--- config.mk ---
export PLATFORM = sky130hd
export DESIGN_NAME = http_chunked_body_decoder_core
export DESIGN_NICKNAME = d
export VERILOG_FILES = /design/src/hdl/hcbd_pkg.sv /design/src/hdl/http_chunked_body_decoder_core.sv /design/src/hdl/hcbd_line_parse.sv
export SDC_FILE = /design/constraint.sdc
export NUM_CORES = 1
export LEC_CHECK = 0
export ABC_AREA = 1
export BUFFER_PORTS_ARGS = -buffer_cell sky130_fd_sc_hd__buf_2
export CAP_MARGIN = 10
export CORE_MARGIN = 3
export CORE_UTILIZATION = 35
export CTS_CLUSTER_DIAMETER = 80
export DETAILED_ROUTE_END_ITERATION = 10
export GPL_ROUTABILITY_DRIVEN = 0
export PLACE_DENSITY_LB_ADDON = 0.08
export SYNTH_ARGS = -nofsm -noshare
export SYNTH_HDL_FRONTEND = slang
export SYNTH_SLANG_ARGS = --single-unit
--- constraint.sdc ---
create_clock -name clk_i -period 3.7 [get_ports clk_i]
set_input_delay 0.185 -clock clk_i [delete_from_list [all_inputs] [get_ports clk_i]]
set_output_delay 0.185 -clock clk_i [all_outputs]
set_load 0.01 [all_outputs]
--- src/hdl/hcbd_pkg.sv ---
// ----------------------------------------------------------------------------
// hcbd_pkg
// Shared types, character codes and the hex digit decoder used by the chunked
// body decoder.
// ----------------------------------------------------------------------------
package hcbd_pkg;

  // Progress through the number on a chunk size line.
  typedef enum logic [1:0] {
    NS_NONE   = 2'd0,
    NS_ZERO   = 2'd1,
    NS_DIGITS = 2'd2,
    NS_CLOSED = 2'd3
  } num_stage_e;

  localparam logic [7:0] CHAR_CR    = 8'h0D;
  localparam logic [7:0] CHAR_LF    = 8'h0A;
  localparam logic [7:0] CHAR_SPACE = 8'h20;
  localparam logic [7:0] CHAR_TAB   = 8'h09;
  localparam logic [7:0] CHAR_LC_X  = 8'h78;
  localparam logic [7:0] CHAR_UC_X  = 8'h58;

  typedef struct packed {
    logic       valid;
    logic [3:0] value;
  } hex_digit_t;

  function automatic hex_digit_t hex_decode(input logic [7:0] b);
    hex_digit_t r;
    r.valid = 1'b1;
    r.value = 4'd0;
    if (b >= 8'h30 && b <= 8'h39) begin
      r.value = 4'(b - 8'h30);
    end else if (b >= 8'h61 && b <= 8'h66) begin
      r.value = 4'(b - 8'h57);
    end else if (b >= 8'h41 && b <= 8'h46) begin
      r.value = 4'(b - 8'h37);
    end else begin
      r.valid = 1'b0;
    end
    return r;
  endfunction

endpackage

--- src/hdl/http_chunked_body_decoder_core.sv ---
// ----------------------------------------------------------------------------
// http_chunked_body_decoder_core
// Strips HTTP/1.1 chunked transfer framing from a byte stream and passes on
// the payload bytes, with one end-of-body item after the zero-size chunk.
// ----------------------------------------------------------------------------
//  Channel | Ports                                 | Direction
//  --------+---------------------------------------+----------
//  in      | in_valid_i, in_stall_o, in_byte_i     | into core
//  out     | out_valid_o, out_stall_i, out_byte_o, | out of core
//          | body_end_o                            |
//
// One byte is accepted per cycle; its result, if any, appears in the output
// register on the next cycle. The decoder state and the output register are
// updated in the same edge, so the rate is limited only by the output side.
// in_stall_o is high only while the output register holds an item that the
// receiver is stalling. Reset is asynchronous and returns the core to the
// start of a size line with the output register empty.
// ----------------------------------------------------------------------------
module http_chunked_body_decoder_core import hcbd_pkg::*; #(
  parameter int SIZE_BITS = 32
) (
  input  logic       clk_i,
  input  logic       rst_ni,
  input  logic       in_valid_i,
  output logic       in_stall_o,
  input  logic [7:0] in_byte_i,
  output logic       out_valid_o,
  input  logic       out_stall_i,
  output logic [7:0] out_byte_o,
  output logic       body_end_o
);

  typedef enum logic [1:0] {
    PH_LINE = 2'd0,
    PH_DATA = 2'd1,
    PH_SKIP = 2'd2,
    PH_DONE = 2'd3
  } phase_e;

  phase_e               phase_q;
  num_stage_e           stage_q;
  logic                 cr_seen_q;
  logic [SIZE_BITS-1:0] size_q;
  logic [SIZE_BITS-1:0] remain_q;
  logic [1:0]           skip_q;
  logic                 out_valid_q;
  logic [7:0]           out_byte_q;
  logic                 body_end_q;

  logic                 in_acc;
  logic                 is_cr;
  logic                 is_lf;
  num_stage_e           stage_eff;
  num_stage_e           stage_d;
  logic [SIZE_BITS-1:0] size_d;

  assign in_acc     = in_valid_i && !in_stall_o;
  assign in_stall_o = out_valid_q && out_stall_i;
  assign is_cr      = (in_byte_i == CHAR_CR);
  assign is_lf      = (in_byte_i == CHAR_LF);

  // A CR that is not followed by LF is an ordinary non-hex character, which
  // always closes the number.
  assign stage_eff = cr_seen_q ? NS_CLOSED : stage_q;

  hcbd_line_parse #(
    .SIZE_BITS(SIZE_BITS)
  ) u_line_parse (
    .byte_i (in_byte_i),
    .stage_i(stage_eff),
    .size_i (size_q),
    .stage_o(stage_d),
    .size_o (size_d)
  );

  always_ff @(posedge clk_i or negedge rst_ni) begin
    if (!rst_ni) begin
      phase_q     <= PH_LINE;
      stage_q     <= NS_NONE;
      cr_seen_q   <= 1'b0;
      size_q      <= '0;
      remain_q    <= '0;
      skip_q      <= 2'd0;
      out_valid_q <= 1'b0;
      out_byte_q  <= 8'd0;
      body_end_q  <= 1'b0;
    end else begin
      if (!out_stall_i) begin
        out_valid_q <= 1'b0;
      end
      if (in_acc) begin
        unique case (phase_q)
          PH_LINE: begin
            if (cr_seen_q && is_lf) begin
              cr_seen_q <= 1'b0;
              if (size_q == '0) begin
                phase_q     <= PH_DONE;
                out_valid_q <= 1'b1;
                out_byte_q  <= 8'd0;
                body_end_q  <= 1'b1;
              end else begin
                remain_q <= size_q;
                phase_q  <= PH_DATA;
              end
            end else if (is_cr) begin
              cr_seen_q <= 1'b1;
              stage_q   <= stage_eff;
            end else begin
              cr_seen_q <= 1'b0;
              stage_q   <= stage_d;
              size_q    <= size_d;
            end
          end
          PH_DATA: begin
            out_valid_q <= 1'b1;
            out_byte_q  <= in_byte_i;
            body_end_q  <= 1'b0;
            remain_q    <= remain_q - SIZE_BITS'(1);
            if (remain_q == SIZE_BITS'(1)) begin
              phase_q <= PH_SKIP;
              skip_q  <= 2'd2;
            end
          end
          PH_SKIP: begin
            skip_q <= skip_q - 2'd1;
            if (skip_q == 2'd1) begin
              phase_q   <= PH_LINE;
              stage_q   <= NS_NONE;
              cr_seen_q <= 1'b0;
              size_q    <= '0;
            end
          end
          default: begin
            phase_q <= PH_DONE;
          end
        endcase
      end
    end
  end

  assign out_valid_o = out_valid_q;
  assign out_byte_o  = out_byte_q;
  assign body_end_o  = body_end_q;

  a_done_sticks: assert property (@(posedge clk_i) disable iff (!rst_ni)
    phase_q == PH_DONE |=> phase_q == PH_DONE)
    else $error("decoder left the finished phase");

  a_data_count: assert property (@(posedge clk_i) disable iff (!rst_ni)
    phase_q == PH_DATA |-> remain_q != '0)
    else $error("payload phase with no bytes remaining");

  a_skip_count: assert property (@(posedge clk_i) disable iff (!rst_ni)
    phase_q == PH_SKIP |-> (skip_q == 2'd1 || skip_q == 2'd2))
    else $error("trailing skip count out of range");

  a_end_clean: assert property (@(posedge clk_i) disable iff (!rst_ni)
    out_valid_q && body_end_q |-> out_byte_q == 8'd0 && phase_q == PH_DONE)
    else $error("end-of-body item carries data or phase is wrong");

endmodule

--- src/hdl/hcbd_line_parse.sv ---
// ----------------------------------------------------------------------------
// hcbd_line_parse
// Next-state logic for the number on a chunk size line: skips leading blanks,
// accepts a 0x prefix and accumulates hex digits with saturation.
// ----------------------------------------------------------------------------
module hcbd_line_parse import hcbd_pkg::*; #(
  parameter int SIZE_BITS = 32
) (
  input  logic [7:0]           byte_i,
  input  num_stage_e           stage_i,
  input  logic [SIZE_BITS-1:0] size_i,
  output num_stage_e           stage_o,
  output logic [SIZE_BITS-1:0] size_o
);

  hex_digit_t           hex;
  logic                 blank;
  logic                 is_x;
  logic [SIZE_BITS-1:0] size_acc;

  assign hex   = hex_decode(byte_i);
  assign blank = (byte_i == CHAR_SPACE) || (byte_i == CHAR_TAB);
  assign is_x  = (byte_i == CHAR_LC_X) || (byte_i == CHAR_UC_X);

  // Once the top nibble is in use another digit would overflow, so the size
  // sticks at all ones.
  always_comb begin
    if (size_i[SIZE_BITS-1 -: 4] != 4'd0) begin
      size_acc = '1;
    end else begin
      size_acc = {size_i[SIZE_BITS-5:0], hex.value};
    end
  end

  always_comb begin
    stage_o = stage_i;
    size_o  = size_i;
    unique case (stage_i)
      NS_NONE: begin
        if (!blank) begin
          if (hex.valid && hex.value == 4'd0) begin
            stage_o = NS_ZERO;
          end else if (hex.valid) begin
            size_o  = size_acc;
            stage_o = NS_DIGITS;
          end else begin
            stage_o = NS_CLOSED;
          end
        end
      end
      NS_ZERO: begin
        if (is_x) begin
          stage_o = NS_DIGITS;
        end else if (hex.valid) begin
          size_o  = size_acc;
          stage_o = NS_DIGITS;
        end else begin
          stage_o = NS_CLOSED;
        end
      end
      NS_DIGITS: begin
        if (hex.valid) begin
          size_o = size_acc;
        end else begin
          stage_o = NS_CLOSED;
        end
      end
      default: begin
        stage_o = stage_i;
      end
    endcase
  end

endmodule
==> results.txt <==
Status: completed
Post-synth EDFFs: 0
Max Cap Viol: 0
Placed inst area: 0.00577 mm^2
Via density: 5.06
Crit. End Element: flip-flop
Max Fanout on Critical Path: 35
Finished Layout Cells: 975
Crit share post-route: 84.0%
Avg WL per Cell: 15.7 um
Maximum clock rate: 322 MHz
CP max stage delay: 0.79 ns
CP Data Required Time: 3.93 ns
Row Count: 45
P_leak: 0.00286 uW
Top-area cell type share of the netlist area: 36.4%
Io pins: 23
Main synth FF type: dfrtp_1
Top delay family on crit path: buffers and inverters
Largest net degree at the start of global routing: 66
Initial Utilization: 36.2%
Slew Limit Fails: 0
H-tree depth: 3
Core ar.: 0.0154 mm^2
Synthesized net count: 785
GRT Util Overall: 17.9%
CTS Buffer Depth: 2
Min-Delay Path Class: input port to flip-flop
Port Buf Inserts: 22
Area added between synthesis and finish: 9.84%
Final hold vios: 0
Final Cell Area: 0.00611 mm^2
Sequential share of the synthesized area: 36.4%
DRT antenna net count: 0
First-pass GRT wire length: 25300 um
Placed Cells: 958
Total grt overflow: 0
Later-pin clock latency in the skew report: 0.35 ns
Drt drc: 0
FF+latch count, synth: 81
Vias in the first global route: 4809
Hold_ws: 0.0572 ns
Antenna cells: 0
Synth Instances: 758
Synth warnings: 0
Initial antenna violation count: 0
Die width: 132 um
Setup TNS Final: 0 ns
Final setup fails: 0
Critical Path Slowest Stage Cell: clkinv_1
RSZ-0062 raised after global routing: false
Netlist cell types: 42
Syn Std Cell Area: 0.00557 mm^2
Root buffer cell: clkbuf_16
Max_slew headroom: 33.1%
Cts bufs inserted: 9
DRT iter0 DRCs: 395
CTS sink count: 81
Layout cells sized above 1: 13.0%
Tightest Pin Transition: 0.998 ns
Vias post-DR: 4937
Clock Pin Slew Worst Setup and Hold Paths: 0.07 ns
Pre-Repair DR Iteration Count: 6
Crit-path cells: inv_1, ha_1, inv_2, nor2_1, nor3_1, nand2_1, o21bai_1, clkinv_1, nand3_1, nand2_1
Worst Path Arrival: 3.34 ns
CP dominant cell by count: nand2_1
Dpl hpwl: 10400 um
Post-synth ARST share: 100%
Final Skew: 0.00816 ns
Worst setup SP type: flip-flop
Die area: 0.0175 mm^2
Synth area leaders: dfrtp_1 36%, nand2_1 9.5%, inv_1 7.6%
Leading area contributor after synthesis: dfrtp_1
Critical path class: flip-flop to flip-flop
TritonCTS clock tree: built
Mapped Avg Cell Area: 7.34 um^2
DIE HEIGHT: 132 um
Max IR drop VDD: 0.340 mV
Total Power: 5210 uW
DRT Wirelength: 15300 um
Cts repair resizes: 0
# nets final: 786
Cell Pwr Density: 852 mW/mm^2
Minimum clock period after layout: 3.11 ns
Worst Path Buf+Inv: 3
## state kept, by name (all words and copies together), names as in the netlist
name         flops
remain_q        32
out_valid_o      1
out_byte_o       8
skip_q           2
cr_seen_q        1
body_end_o       1
phase_q          2
size_q          32
stage_q          2
## report_power, final
group          internal [uW]  switching [uW]  total (uW)
sequential              1320             368        1690
clock                    611             403        1010
combinational            843            1660        2500
total                   2780            2430        5210
## stage by stage
stage	setup WS (ns)	utilization [%]
after floorplan	1.81	-
after global placement	0.593	37.6
after detailed placement	0.590	37.6
after CTS	0.579	39.8
after global routing	0.275	39.8
final	0.592	39.8
## worst min-delay path, cell delays in order
cell and delay (ns):
buf_2 0.10, nand2_1 0.05, nand2_1 0.04
## worst paths after layout
| path | from | end | slack, ns | depth (start not counted) |
|---|---|---|---|---|
| worst max-delay path | phase_q[0]$_DFFE_PN0P_ | size_q[25]$_DFFE_PN0P_ | 0.59 | 10 |
| worst min-delay path | in_valid_i | out_valid_o$_DFF_PN0_ | 0.06 | 3 |
| worst max register to register | phase_q[0]$_DFFE_PN0P_ | size_q[25]$_DFFE_PN0P_ | 0.59 | 10 |
| worst min register to register | body_end_o$_DFFE_PN0P_ | body_end_o$_DFFE_PN0P_ | 0.48 | 2 |
| max in group asynchronous | rst_ni | remain_q[21]$_DFFE_PN0P_ | 2.42 | 3 |
| min in group asynchronous | rst_ni | out_byte_o[7]$_DFFE_PN0P_ | 0.47 | 2 |
## layer usage
metal	GRT usage (%)	part of all wire, %
met3	3.47	3.4
met1	26.8	53
met2	26.6	43
met4	4.55	1.2
met5	0	0
## logic make-up after synthesis
logic type,after synthesis,synth area share [%]
AND/OR/NAND/NOR,310,25.5
adder cells (fa/ha/maj),15,3.37
flip-flops,81,36.4
XOR/XNOR,16,2.52
buffers and inverters,156,11.5
AO/OA/AOI/OAI,180,20.7
## cell type report
class	count	area [um^2]
Sequential cell	81	2030
Timing Repair Buffer	26	145
Fill cell	1626	9260
Clock buffer	10	239
Tap cell	211	264
Multi-Input combinational cell	521	2900
Inverter	120	450
Clock inverter	6	91.3
## placed cells by master, fill, tap and decap left out, types with 3 or more instances in the layout
cell / Yosys / final
o21ai_1: 26 / 26
nand4_1: 11 / 11
buf_2: 12 / 21
nor4_1: 6 / 6
o211ai_1: 3 / 3
o31ai_1: 7 / 7
o21bai_2: 27 / 27
a31oi_1: 3 / 3
nor2_1: 60 / 60
o21ai_0: 67 / 67
dfrtp_1: 81 / 81
clkbuf_16: 0 / 9
nor2_2: 9 / 9
nor3_1: 9 / 9
inv_1: 113 / 113
nand2_2: 3 / 3
inv_2: 5 / 5
nor2_4: 3 / 3
ha_1: 15 / 15
buf_4: 5 / 4
o21bai_1: 6 / 6
nand2_1: 141 / 141
xor2_1: 16 / 16
nand3_1: 57 / 57
clkinvlp_4: 0 / 3
a21oi_1: 31 / 31
## cells in the mapped netlist, types with 5 or more instances
master,number
nor3_1,9
buf_4,5
nand4_1,11
o21bai_1,6
nand2_1,141
xor2_1,16
clkbuf_1,16
nor4_1,6
o21bai_2,27
ha_1,15
dfrtp_1,81
nor2_2,9
buf_2,12
a21oi_1,31
nand3_1,57
inv_2,5
inv_1,113
o31ai_1,7
o21ai_0,67
o21ai_1,26
nor2_1,60
## repair_timing
action,in CTS,in global routing
endpoints found under the setup margin,0,0
hold endpoints to repair,14,0
buffers inserted,0,0
hold buffers,1,0
(Power assumes the default switching activity.)
